## src/hw/rtl/tdhh_pkg.sv

```systemverilog
`timescale 1ns / 1ps
// Shared types and constants for the tank drive heading-hold mixer.
// No dependencies; imported by every module of the block.
package tdhh_pkg;

  // Field widths
  localparam int DRIVE_W   = 16;
  localparam int HEADING_W = 22;
  localparam int RATE_W    = 18;
  localparam int GAIN_W    = 24;
  localparam int RATIO_W   = 16;

  // Configuration port
  localparam int CFG_IDX_W  = 2;
  localparam int CFG_DATA_W = 24;
  localparam logic [CFG_IDX_W-1:0] CFG_HEADING_GAIN     = 2'd0;
  localparam logic [CFG_IDX_W-1:0] CFG_RATE_GAIN        = 2'd1;
  localparam logic [CFG_IDX_W-1:0] CFG_CORRECTION_RATIO = 2'd2;

  // Action codes
  localparam int ACTION_W = 2;
  localparam logic [ACTION_W-1:0] ACT_TANK  = 2'd0;
  localparam logic [ACTION_W-1:0] ACT_GYRO  = 2'd1;
  localparam logic [ACTION_W-1:0] ACT_RESET = 2'd2;

  // Derived arithmetic widths
  localparam int ERR_W  = HEADING_W + 1;              // target minus heading
  localparam int PH_W   = GAIN_W + 1 + ERR_W;         // P product
  localparam int PR_W   = GAIN_W + 1 + RATE_W;        // D product
  localparam int SUM_W  = ((PH_W > PR_W) ? PH_W : PR_W) + 1;
  localparam int SHIFT  = 31 - DRIVE_W;               // PD sum to drive scaling
  localparam int RND_W  = SUM_W - SHIFT;
  localparam int LIMPROD_W = DRIVE_W + 1 + RATIO_W;   // |throttle| * ratio
  localparam logic [DRIVE_W-1:0] TENTH =
      DRIVE_W'(((1 << (DRIVE_W - 1)) + 5) / 10);

  // Stage 1: accepted item with state applied
  typedef struct packed {
    logic signed [DRIVE_W-1:0] thr;
    logic signed [DRIVE_W-1:0] steer;
    logic signed [ERR_W-1:0]   err;
    logic signed [RATE_W-1:0]  rate;
    logic                      use_pd;
    logic                      hold;
  } s1_t;

  // Stage 2: products
  typedef struct packed {
    logic signed [DRIVE_W-1:0] thr;
    logic signed [DRIVE_W-1:0] steer;
    logic signed [PH_W-1:0]    prod_h;
    logic signed [PR_W-1:0]    prod_r;
    logic [DRIVE_W-1:0]        limit;
    logic                      use_pd;
    logic                      hold;
  } s2_t;

  // Stage 3: PD sum and effective limit
  typedef struct packed {
    logic signed [DRIVE_W-1:0] thr;
    logic signed [DRIVE_W-1:0] steer;
    logic signed [SUM_W-1:0]   sum;
    logic [DRIVE_W-1:0]        limit;
    logic                      use_pd;
    logic                      hold;
  } s3_t;

  // Stage 4: final steering value
  typedef struct packed {
    logic signed [DRIVE_W-1:0] thr;
    logic signed [DRIVE_W-1:0] steer;
    logic                      hold;
  } s4_t;

  // Stage load enables from the pipeline control
  typedef struct packed {
    logic ld2;
    logic ld3;
    logic ld4;
  } pd_en_t;

endpackage

```

## src/hw/rtl/tank_drive_heading_hold.sv

```systemverilog
`timescale 1ns / 1ps
// Tank drive mixer with PD heading hold. One transaction is accepted per clock,
// and throughput is one item per cycle, unless backpressure stalls the pipeline;
// each plain or gyro-assisted item yields its result through five register
// stages (input/state, gain multipliers, PD sum, round and clamp, mix and
// saturate); heading reset and the unused action give no result. Each stage
// holds its item only while the stage after it is full, so bubbles are squeezed
// out under backpressure. Depends on tdhh_pkg, tdhh_front, tdhh_pd, tdhh_mix.
module tank_drive_heading_hold import tdhh_pkg::*; (
  input  logic                  clk_i,
  input  logic                  rst_ni,
  // Configuration write port
  input  logic                  cfg_we_i,
  input  logic [CFG_IDX_W-1:0]  cfg_idx_i,
  input  logic [CFG_DATA_W-1:0] cfg_data_i,
  // Input stream
  input  logic                  s_axis_tvalid,
  output logic                  s_axis_tready,
  // tdata: throttle[15:0], steer_demand[31:16], heading[53:32], yaw_rate[71:54],
  //        imu_ready[72], zero pad[79:73]
  input  logic [79:0]           s_axis_tdata,
  // tuser: action[1:0]
  input  logic [ACTION_W-1:0]   s_axis_tuser,
  // Output stream
  output logic                  m_axis_tvalid,
  input  logic                  m_axis_tready,
  // tdata: left_cmd[15:0], right_cmd[31:16], hold_active[32], zero pad[39:33]
  output logic [39:0]           m_axis_tdata
);

  logic [GAIN_W-1:0]  heading_gain_q, rate_gain_q;
  logic [RATIO_W-1:0] correction_ratio_q;

  logic v1_q, v2_q, v3_q, v4_q, vo_q;
  logic so_free, s4_free, s3_free, s2_free, s1_free;
  logic accept;

  s1_t    s1;
  s4_t    s4;
  pd_en_t pd_en;

  logic signed [DRIVE_W-1:0] left_cmd, right_cmd;
  logic                      hold_active;

  // Configuration registers
  always_ff @(posedge clk_i or negedge rst_ni) begin
    if (!rst_ni) begin
      heading_gain_q     <= '0;
      rate_gain_q        <= '0;
      correction_ratio_q <= '0;
    end else if (cfg_we_i) begin
      case (cfg_idx_i)
        CFG_HEADING_GAIN:     heading_gain_q     <= cfg_data_i[GAIN_W-1:0];
        CFG_RATE_GAIN:        rate_gain_q        <= cfg_data_i[GAIN_W-1:0];
        CFG_CORRECTION_RATIO: correction_ratio_q <= cfg_data_i[RATIO_W-1:0];
        default: begin
        end
      endcase
    end
  end

  // Pipeline flow control: a stage loads when it is empty or moving on
  assign so_free = !vo_q || m_axis_tready;
  assign s4_free = !v4_q || so_free;
  assign s3_free = !v3_q || s4_free;
  assign s2_free = !v2_q || s3_free;
  assign s1_free = !v1_q || s2_free;
  assign s_axis_tready = s1_free;
  assign accept = s_axis_tvalid && s1_free;

  assign pd_en.ld2 = s2_free;
  assign pd_en.ld3 = s3_free;
  assign pd_en.ld4 = s4_free;

  always_ff @(posedge clk_i or negedge rst_ni) begin
    if (!rst_ni) begin
      v1_q <= 1'b0;
      v2_q <= 1'b0;
      v3_q <= 1'b0;
      v4_q <= 1'b0;
      vo_q <= 1'b0;
    end else begin
      if (s1_free) begin
        v1_q <= accept && ((s_axis_tuser == ACT_TANK) || (s_axis_tuser == ACT_GYRO));
      end
      if (s2_free) begin
        v2_q <= v1_q;
      end
      if (s3_free) begin
        v3_q <= v2_q;
      end
      if (s4_free) begin
        v4_q <= v3_q;
      end
      if (so_free) begin
        vo_q <= v4_q;
      end
    end
  end

  tdhh_front u_front (
    .clk_i          (clk_i),
    .rst_ni         (rst_ni),
    .accept_i       (accept),
    .load_i         (s1_free),
    .action_i       (s_axis_tuser),
    .throttle_i     ($signed(s_axis_tdata[15:0])),
    .steer_demand_i ($signed(s_axis_tdata[31:16])),
    .heading_i      ($signed(s_axis_tdata[53:32])),
    .yaw_rate_i     ($signed(s_axis_tdata[71:54])),
    .imu_ready_i    (s_axis_tdata[72]),
    .s1_o           (s1)
  );

  tdhh_pd u_pd (
    .clk_i              (clk_i),
    .en_i               (pd_en),
    .heading_gain_i     (heading_gain_q),
    .rate_gain_i        (rate_gain_q),
    .correction_ratio_i (correction_ratio_q),
    .s1_i               (s1),
    .s4_o               (s4)
  );

  tdhh_mix u_mix (
    .clk_i         (clk_i),
    .load_i        (so_free),
    .s4_i          (s4),
    .left_cmd_o    (left_cmd),
    .right_cmd_o   (right_cmd),
    .hold_active_o (hold_active)
  );

  assign m_axis_tvalid = vo_q;
  assign m_axis_tdata  = {7'b0, hold_active, right_cmd, left_cmd};

endmodule

```

## src/hw/rtl/tdhh_front.sv

```systemverilog
`timescale 1ns / 1ps
// Input stage: hold-mode and target-heading state, heading error.
// Depends on tdhh_pkg.
module tdhh_front import tdhh_pkg::*; (
  input  logic                        clk_i,
  input  logic                        rst_ni,
  input  logic                        accept_i,
  input  logic                        load_i,
  input  logic [ACTION_W-1:0]         action_i,
  input  logic signed [DRIVE_W-1:0]   throttle_i,
  input  logic signed [DRIVE_W-1:0]   steer_demand_i,
  input  logic signed [HEADING_W-1:0] heading_i,
  input  logic signed [RATE_W-1:0]    yaw_rate_i,
  input  logic                        imu_ready_i,
  output s1_t                         s1_o
);

  logic                        use_imu_q, use_imu_d;
  logic signed [HEADING_W-1:0] target_q, target_d;
  s1_t                         s1_q, s1_d;

  // State update for the transaction being accepted
  always_comb begin
    use_imu_d = use_imu_q;
    target_d  = target_q;
    case (action_i)
      ACT_RESET: begin
        use_imu_d = 1'b1;
        target_d  = '0;
      end
      ACT_GYRO: begin
        if (use_imu_q) begin
          if (!imu_ready_i) begin
            use_imu_d = 1'b0;
          end else if (steer_demand_i != '0) begin
            target_d = heading_i;
          end
        end
      end
      default: begin
      end
    endcase
  end

  // Stage 1 payload; the error only matters when the target was not recaptured
  always_comb begin
    s1_d.thr    = throttle_i;
    s1_d.steer  = steer_demand_i;
    s1_d.err    = $signed({target_q[HEADING_W-1], target_q})
                - $signed({heading_i[HEADING_W-1], heading_i});
    s1_d.rate   = yaw_rate_i;
    s1_d.use_pd = (action_i == ACT_GYRO) && (steer_demand_i == '0) && use_imu_d;
    s1_d.hold   = use_imu_d;
  end

  always_ff @(posedge clk_i or negedge rst_ni) begin
    if (!rst_ni) begin
      use_imu_q <= 1'b1;
      target_q  <= '0;
    end else if (accept_i) begin
      use_imu_q <= use_imu_d;
      target_q  <= target_d;
    end
  end

  always_ff @(posedge clk_i) begin
    if (load_i) begin
      s1_q <= s1_d;
    end
  end

  assign s1_o = s1_q;

endmodule

```

## src/hw/rtl/tdhh_pd.sv

```systemverilog
`timescale 1ns / 1ps
// PD correction datapath: products, sum and limit, rounding and clamp.
// Depends on tdhh_pkg.
module tdhh_pd import tdhh_pkg::*; (
  input  logic               clk_i,
  input  pd_en_t             en_i,
  input  logic [GAIN_W-1:0]  heading_gain_i,
  input  logic [GAIN_W-1:0]  rate_gain_i,
  input  logic [RATIO_W-1:0] correction_ratio_i,
  input  s1_t                s1_i,
  output s4_t                s4_o
);

  s2_t s2_q, s2_d;
  s3_t s3_q, s3_d;
  s4_t s4_q, s4_d;

  logic [DRIVE_W:0]           abs_thr;
  logic [LIMPROD_W-1:0]       lim_prod;
  logic                       neg;
  logic [SUM_W-1:0]           mag;
  logic [SUM_W-1:0]           mag_rnd;
  logic [RND_W-1:0]           rnd;
  logic [DRIVE_W-1:0]         clamped;
  logic signed [DRIVE_W-1:0]  pd_steer;

  // Stage 2: gain products and the throttle-scaled limit
  always_comb begin
    abs_thr = s1_i.thr[DRIVE_W-1]
            ? ((DRIVE_W+1)'(0) - {s1_i.thr[DRIVE_W-1], s1_i.thr})
            : {1'b0, s1_i.thr};
    lim_prod      = abs_thr * correction_ratio_i;
    s2_d.thr      = s1_i.thr;
    s2_d.steer    = s1_i.steer;
    s2_d.prod_h   = $signed({1'b0, heading_gain_i}) * s1_i.err;
    s2_d.prod_r   = $signed({1'b0, rate_gain_i}) * s1_i.rate;
    s2_d.limit    = lim_prod[RATIO_W+DRIVE_W-1:RATIO_W];
    s2_d.use_pd   = s1_i.use_pd;
    s2_d.hold     = s1_i.hold;
  end

  // Stage 3: PD sum, limit floor of one tenth
  always_comb begin
    s3_d.thr    = s2_q.thr;
    s3_d.steer  = s2_q.steer;
    s3_d.sum    = SUM_W'(s2_q.prod_h) - SUM_W'(s2_q.prod_r);
    s3_d.limit  = (s2_q.limit < TENTH) ? TENTH : s2_q.limit;
    s3_d.use_pd = s2_q.use_pd;
    s3_d.hold   = s2_q.hold;
  end

  // Stage 4: round magnitude half away from zero, clamp, restore sign
  always_comb begin
    neg      = s3_q.sum[SUM_W-1];
    mag      = neg ? (SUM_W'(0) - s3_q.sum) : s3_q.sum;
    mag_rnd  = mag + (SUM_W'(1) << (SHIFT - 1));
    rnd      = mag_rnd[SUM_W-1:SHIFT];
    clamped  = (rnd > RND_W'(s3_q.limit)) ? s3_q.limit : rnd[DRIVE_W-1:0];
    pd_steer = neg ? $signed(DRIVE_W'(0) - clamped) : $signed(clamped);
    s4_d.thr   = s3_q.thr;
    s4_d.steer = s3_q.use_pd ? pd_steer : s3_q.steer;
    s4_d.hold  = s3_q.hold;
  end

  always_ff @(posedge clk_i) begin
    if (en_i.ld2) begin
      s2_q <= s2_d;
    end
    if (en_i.ld3) begin
      s3_q <= s3_d;
    end
    if (en_i.ld4) begin
      s4_q <= s4_d;
    end
  end

  assign s4_o = s4_q;

endmodule

```

## src/hw/rtl/tdhh_mix.sv

```systemverilog
`timescale 1ns / 1ps
// Output stage: tank mix, saturation and right-side negation.
// Depends on tdhh_pkg.
module tdhh_mix import tdhh_pkg::*; (
  input  logic                      clk_i,
  input  logic                      load_i,
  input  s4_t                       s4_i,
  output logic signed [DRIVE_W-1:0] left_cmd_o,
  output logic signed [DRIVE_W-1:0] right_cmd_o,
  output logic                      hold_active_o
);

  localparam int MIX_W = DRIVE_W + 2;
  localparam logic signed [MIX_W-1:0] POS_MAX = MIX_W'((1 << (DRIVE_W - 1)) - 1);
  localparam logic signed [MIX_W-1:0] NEG_MAX = -MIX_W'(1 << (DRIVE_W - 1));

  logic signed [MIX_W-1:0]   thr_x, steer_x, left_sum, right_neg;
  logic signed [DRIVE_W-1:0] left_q, left_d, right_q, right_d;
  logic                      hold_q;

  function automatic logic signed [DRIVE_W-1:0] sat(input logic signed [MIX_W-1:0] v);
    logic signed [DRIVE_W-1:0] r;
    if (v > POS_MAX) begin
      r = POS_MAX[DRIVE_W-1:0];
    end else if (v < NEG_MAX) begin
      r = NEG_MAX[DRIVE_W-1:0];
    end else begin
      r = v[DRIVE_W-1:0];
    end
    return r;
  endfunction

  // left = throttle - steer, right sent as -(throttle + steer)
  always_comb begin
    thr_x     = MIX_W'(s4_i.thr);
    steer_x   = MIX_W'(s4_i.steer);
    left_sum  = thr_x - steer_x;
    right_neg = MIX_W'(0) - thr_x - steer_x;
    left_d    = sat(left_sum);
    right_d   = sat(right_neg);
  end

  always_ff @(posedge clk_i) begin
    if (load_i) begin
      left_q  <= left_d;
      right_q <= right_d;
      hold_q  <= s4_i.hold;
    end
  end

  assign left_cmd_o    = left_q;
  assign right_cmd_o   = right_q;
  assign hold_active_o = hold_q;

endmodule
```

## config.mk

```make
export PLATFORM = sky130hd
export DESIGN_NAME = tank_drive_heading_hold
export DESIGN_NICKNAME = d
export VERILOG_FILES = /design/src/hw/rtl/tdhh_pkg.sv /design/src/hw/rtl/tank_drive_heading_hold.sv /design/src/hw/rtl/tdhh_front.sv /design/src/hw/rtl/tdhh_pd.sv /design/src/hw/rtl/tdhh_mix.sv
export SDC_FILE = /design/constraint.sdc
export NUM_CORES = 2
export LEC_CHECK = 0
export ABC_AREA = 0
export CORE_UTILIZATION = 55
export CTS_CLUSTER_DIAMETER = 30
export DETAILED_ROUTE_END_ITERATION = 8
export DONT_BUFFER_PORTS = 1
export MAX_ROUTING_LAYER = met4
export PLACE_DENSITY = 0.77
export SLEW_MARGIN = 15
export SYNTH_ARGS = -nofsm -noshare
export SYNTH_HDL_FRONTEND = slang
export SYNTH_HIERARCHICAL = 1
export SYNTH_SLANG_ARGS = --single-unit
```

## constraint.sdc

```tcl
create_clock -name clk_i -period 11.68 [get_ports clk_i]
set_input_delay 1.168 -clock clk_i [delete_from_list [all_inputs] [get_ports clk_i]]
set_output_delay 1.168 -clock clk_i [all_outputs]
set_load 0.02 [all_outputs]
```

Word-level counts from Yosys, hierarchy flattened
Index checks and enable logic that the tools add are counted.
W data, S select, Z words.
Storage, ports and cells
  flip-flop bits (word level): 473
  logic and storage cells: 98
  input bits: 113
Operators by class
  $lt $le $gt $ge: 6
  reductions and logical operators: 24
  equality and inequality tests: 7
  $mul: 3
  muxes and demuxes: 14
  add/subtract/negate cells: 9
Operators by type and width (number)
  $mux W16: 5
  $mux W22: 3
  $add A49 B15 Y49 const B: 1
  $mux W49: 1
  $sub A1 B49 Y49 const A: 1
  $sub A48 B43 Y49: 1
  $mul A25 B23 Y48: 1
  $pmux W22 S2: 1
  $mul A25 B18 Y43: 1
  $gt A18 B16 Y1 const B: 2
  $lt A18 B16 Y1 const B: 2
  $gt A34 B16 Y1: 1
  $sub A1 B16 Y17 const A: 2
  $mul A17 B16 Y32: 1
  $sub A22 B22 Y23: 1
  $sub A17 B16 Y18: 1
  $mux W17: 1
  $sub A16 B16 Y17: 1
  $logic_not A16 Y1: 1
  $lt A16 B12 Y1 const B: 1
  $reduce_bool A16 Y1: 1
  $sub A1 B16 Y16 const A: 1
  $logic_or A1 B1 Y1: 6
  $reduce_and A2 Y1: 3
  11 further kinds: 23

Longest topological paths before layout
  depth after elaboration: 8
  gate-level depth with buffers: 39
  mapped depth without buffers: 33

Modules after synthesis
The synthesis kept the hierarchy.
By module, submodules not included
  tdhh_pd: instances 1, cells each 5832, area each 54722.5 µm²
  tdhh_front: instances 1, cells each 369, area each 4510.6 µm²
  tdhh_mix: instances 1, cells each 407, area each 3513.4 µm²
  tank_drive_heading_hold: instances 1, cells each 165, area each 2693.8 µm²

Worst setup path after synthesis
Ideal clock, no wire load.
  path type: register to register
  from: register u_pd.s3_q, in the netlist u_pd/neg
  to: register u_pd.s4_q, in the netlist u_pd/s4_o[15], data pin
  setup time: 0.282 ns
  path buffers: 8
  data required time: 11.398 ns
  clock period less this slack: 8.293 ns
  data arrival time: 8.011 ns
  path slack: 3.387 ns
  stages on the path, launching flop included: 40
  path through: edfxtp_1 -> clkbuf_1 -> buf_1 -> clkbuf_1 -> clkbuf_1 -> clkbuf_1 -> clkbuf_1 -> clkbuf_1 -> o21ai_0 -> xnor2_1 -> ha_1 -> nand2b_1 -> mux2_2 -> o21ba_2 -> nand3_1 -> a21oi_1 -> a21oi_1 -> xnor2_1 -> (+4 left out) -> a21oi_1 -> o221ai_1 -> a21o_1 -> a21oi_1 -> o21ai_0 -> a2111o_1 -> a2111o_1 -> nor3_4 -> buf_2 -> mux2i_1 -> ha_1 -> nand3b_1 -> nor3_1 -> nand3_1 -> nor4_1 -> nor3b_1 -> o21ai_0 -> a41oi_1
RTL lines
  from (decl): line tdhh_pd.sv:15  | s3_t s3_q, s3_d;
  from (signal assigned): line tdhh_pd.sv:70  | s3_q <= s3_d;
  to (signal assigned): line tdhh_pd.sv:73  | s4_q <= s4_d;
  to (decl): line tdhh_pd.sv:16  | s4_t s4_q, s4_d;

Worst setup path in the final report
  from: register u_front.s1_q, in the netlist u_front/s1_o[61]
  to: register u_pd/s2_q[17] in the netlist's numbering, data pin
Between the ends
  word-level cells in the longest chain between the ends: 3
Ends and longest elaborated chain
  from (decl): line tdhh_front.sv:20  | s1_t s1_q, s1_d;
  from (signal assigned): line tdhh_front.sv:68  | s1_q <= s1_d;
  $sub A1 B16 Y17: line tdhh_pd.sv:30  | ? ((DRIVE_W+1)'(0) - {s1_i.thr[DRIVE_W-1], s1_i.thr})
  $mux W17 *: line tdhh_pd.sv:30
  $mul A17 B16 Y32 *: line tdhh_pd.sv:32  | lim_prod = abs_thr * correction_ratio_i;
  net u_pd.lim_prod[31]: line tdhh_pd.sv:19  | logic [LIMPROD_W-1:0] lim_prod;
  to (signal assigned): line tdhh_pd.sv:67  | s2_q <= s2_d;
  to (decl): line tdhh_pd.sv:14  | s2_t s2_q, s2_d;
The timed path passes the listed nets; every way through them passes the cells marked *.
A chain may end at the register's enable or synchronous reset.

==> impl_metrics.env <==
export IMPL_dieArea_sq_um=120000
export IMPL_timing_final_ws_setup_ns=2.59
export IMPL_cts_clk_slew_worst_paths_ns=0.06
export IMPL_drtIter0Drc=3805
export IMPL_post_cts_setup_buffer_count=0
export IMPL_worst_path_max_fanout=16
export IMPL_synth_compound_area_frac=0.0702
export IMPL_cts_buffers=102
export IMPL_fillCellCount=9524
export IMPL_syn_to_final_growth_pct=8.35
export IMPL_run_status="completed"
export IMPL_postSynth_asyncResetShare=0.195
export IMPL_start_kind="register"
export IMPL_synth_top_family_by_area="adder cells"
export IMPL_critPathKind="register to register"
export IMPL_synth_area_leaders="fa_1, edfxtp_1, ha_1, inv_1, nand2_1"
export IMPL_drcViolationCount=0
export IMPL_fp_dieW_um=347
export IMPL_max_cap_viol_count=0
export IMPL_placed_cell_area_sq_um=67000
export IMPL_hold_violations=0
export IMPL_timing_hold_ws_ns=0.151
export IMPL_critPathMaxStageDelay_ns=0.55
export IMPL_fin_nets=8426
export IMPL_post_synth_cell_area_avg_sq_um=9.66
export IMPL_crit_arrival_ns=9.54
export IMPL_cts_max_level=3
export IMPL_drt_pass1_iter_count=6
export IMPL_grt_pass1_wl_um=272000
export IMPL_synthFlopType="edfxtp_1"
export IMPL_place_ws_ns=2.72
export IMPL_r2r_end="u_pd/s2_q[17]"
export IMPL_wl_per_cell_um=20.3
export IMPL_start_util=0.554
export IMPL_clk_path_buf_depth=3
export IMPL_rows=126
export IMPL_clk_latency_ns=0.75
export IMPL_port_buffers=0
export IMPL_skew_ns=0.0886
export IMPL_clockRootBuffer="clkbuf_16"
export IMPL_yosysTopAreaCell="fa_1"
export IMPL_hold_path_class="input port to asynchronous set/reset pin"
export IMPL_gp_congestion=0.978
export IMPL_drive_above_1_share=0.0602
export IMPL_ys_types=103
export IMPL_grtUsageTotal=0.299
export IMPL_setup_viol=0
export IMPL_cts_tree="done"
export IMPL_vias=47600
export IMPL_synth_edff_count=381
export IMPL_synth_xor_area_frac=0.0343
export IMPL_worst_pin_slew_ns=1.33
export IMPL_syn_instance_count=6773
export IMPL_cts_sinks=473
export IMPL_via_per_inst=5.69
export IMPL_place_hpwl_um=129000
export IMPL_antenna_found_initial=28
export IMPL_fmax_ghz=0.110
export IMPL_io_pins=155
export IMPL_reg2reg_slack_ns=2.59
export IMPL_synth_seq_area_share=0.210
export IMPL_cts_resized=0
export IMPL_drt_wl_total_um=170000
export IMPL_r2r_cells=29
export IMPL_ctsHoldBuffers=0
export IMPL_crit_path_frequent_cell="fa_1"
export IMPL_fin_crit_sh=0.778
export IMPL_dieHeight_um=347
export IMPL_synth_adder_area_share=0.424
export IMPL_cp_required_ns=12.13
export IMPL_setup_worst_path_end="u_pd/s2_q[17]"
export IMPL_grt_max_degree=93
export IMPL_postLayoutCellArea_sq_um=70900
export IMPL_slew_headroom=0.116
export IMPL_ys_seq_elements=473
export IMPL_core_sq_um=118000
export IMPL_ant_nets=0
export IMPL_synth_simple_gate_area_frac=0.149
export IMPL_crit_start="u_front/s1_o[61]"
export IMPL_post_route_min_period_ns=9.09
export IMPL_grt_pass1_vias=49900
export IMPL_fin_setup_tns_ns=0
export IMPL_netlist_area_sq_um=65400
export IMPL_yosys_warnings=6
export IMPL_r2r_start="u_front/s1_o[61]"
export IMPL_synthMuxAreaShare=0.0142
export IMPL_end_kind="register"
export IMPL_cp_slowest_cell="fa_1"
export IMPL_rsz0062_at_grt="no"
export IMPL_drv_slew=0
export IMPL_grt_overflow_total=0
export IMPL_synth_top_cell_area_share=0.313
[state kept, by name (all words and copies together), names as in the netlist, 16 cells and up]
signal and flops:
u_pd/s2_q 141, u_mix/right_cmd_o 16, correction_ratio_q 16, u_front/target_q 22
rate_gain_q 24, u_mix/left_cmd_o 16, u_pd/s4_o 33, heading_gain_q 24
u_pd/s3_q 98, u_front/s1_o 75
[Yosys cell counts (7+ instances only)]
master,instances
a211o_1,8
nand4_1,29
o31ai_1,28
a21boi_0,9
and2_1,518
a21oi_1,206
o22ai_1,9
o21ai_0,156
clkbuf_1,235
nand2_1,875
nand3b_1,10
xor2_1,65
buf_6,7
a21o_1,65
o21a_1,32
or3_1,29
nand2b_1,75
ha_1,580
nor2_1,176
buf_4,13
or2_2,14
mux2i_1,12
o21ai_1,13
a211oi_1,18
and4_1,7
xnor2_1,191
nor2b_1,34
nor4_1,17
nor3b_1,9
a31oi_1,27
buf_2,14
edfxtp_1,381
nor3_1,71
and3_1,21
o41ai_1,9
fa_1,1024
nand3_1,47
o21bai_1,21
o211ai_1,16
dfrtp_1,91
mux2_2,71
inv_1,1399
[how the worst min path moves through the flow]
stage          depth (start not counted)              from  slack (ns)             endpoint
4_1_cts                                0            rst_ni        0.09                 v1_q
5_1_grt                                0            rst_ni        0.13                 v1_q
3_3_place_gp                           0  u_front/s1_o[54]        0.40       u_pd/s2_q[120]
3_5_place_dp                           0  u_front/s1_o[51]        0.40       u_pd/s2_q[117]
2_1_floorplan                          0      u_pd/s4_o[0]        0.40  u_mix/hold_active_o
6_report                               0            rst_ni        0.15                 v1_q
[area by class of cell]
cell class              count  area, sq um  area share
diodes                     37         92.6     0.00131
clock buffers             112         2640      0.0373
clock inverters            82         1100      0.0156
inverters                1399         5250      0.0741
multi-input cells        4647        45500       0.641
flip-flops and latches    473        13700       0.194
well taps                1536         1920      0.0271
repair buffers             86          677     0.00955
[cell usage in the layout, fill, tap and decap left out, types with 29 or more instances in the layout]
cell type / count
o21ai_0: 156
fa_1: 1024
nand4_1: 29
and2_1: 518
buf_4: 83
clkbuf_16: 104
nor3_1: 71
a21oi_1: 206
a21o_1: 65
nor2_1: 176
nand3_1: 46
diode_2: 37
inv_1: 1398
nand2b_1: 75
xor2_1: 65
o21a_1: 32
ha_1: 580
nand2_1: 874
or3_1: 29
dfrtp_1: 91
edfxtp_1: 381
mux2_2: 71
nor2b_1: 34
xnor2_1: 180
[metal layers]
| layer | track usage | share of wire | vias to the layer above |
|---|---|---|---|
| met3 | 0.0707 | 0.10 | 451 |
| met4 | 0.142 | 0.048 | 0 |
| met1 | 0.368 | 0.39 | 23700 |
| met5 | - | 0 | - |
| li1 | - | - | 21100 |
| met2 | 0.467 | 0.47 | 2290 |
[metrics by stage]
stage,utilization,cells
final,0.600,8372
after detailed placement,0.568,8139
after global placement,0.568,8139
after global routing,0.600,8370
after floorplan,-,6792
after CTS,0.599,8333
[worst max-delay path: cells and delay by family, from the launching register on]
family / cells / cell delay [ns]
buffers and inverters: 5 / 0.65
adders and majority gates: 7 / 3.36
and+or+nand+nor: 5 / 1.31
DFF: 1 / 0.53
AOI/OAI and AO/OA: 10 / 2.69
xor gates and xnor gates: 2 / 0.27
[kinds of logic (layout without fill, tap and decap cells)]
family                   count (synthesis)  after routing
multiplexers                            84             84
flip-flops                             473            473
buffers and inverters                 1672           1679
AO/OA/AOI/OAI                          712            712
AND/OR/NAND/NOR                       1969           1969
adder cells (fa/ha/maj)               1604           1604
other                                    3             59
XOR/XNOR                               256            256
Power is left out: the tool's default activity adds up to more than one toggle a clock period on the data nets, which glitch-free logic cannot reach.
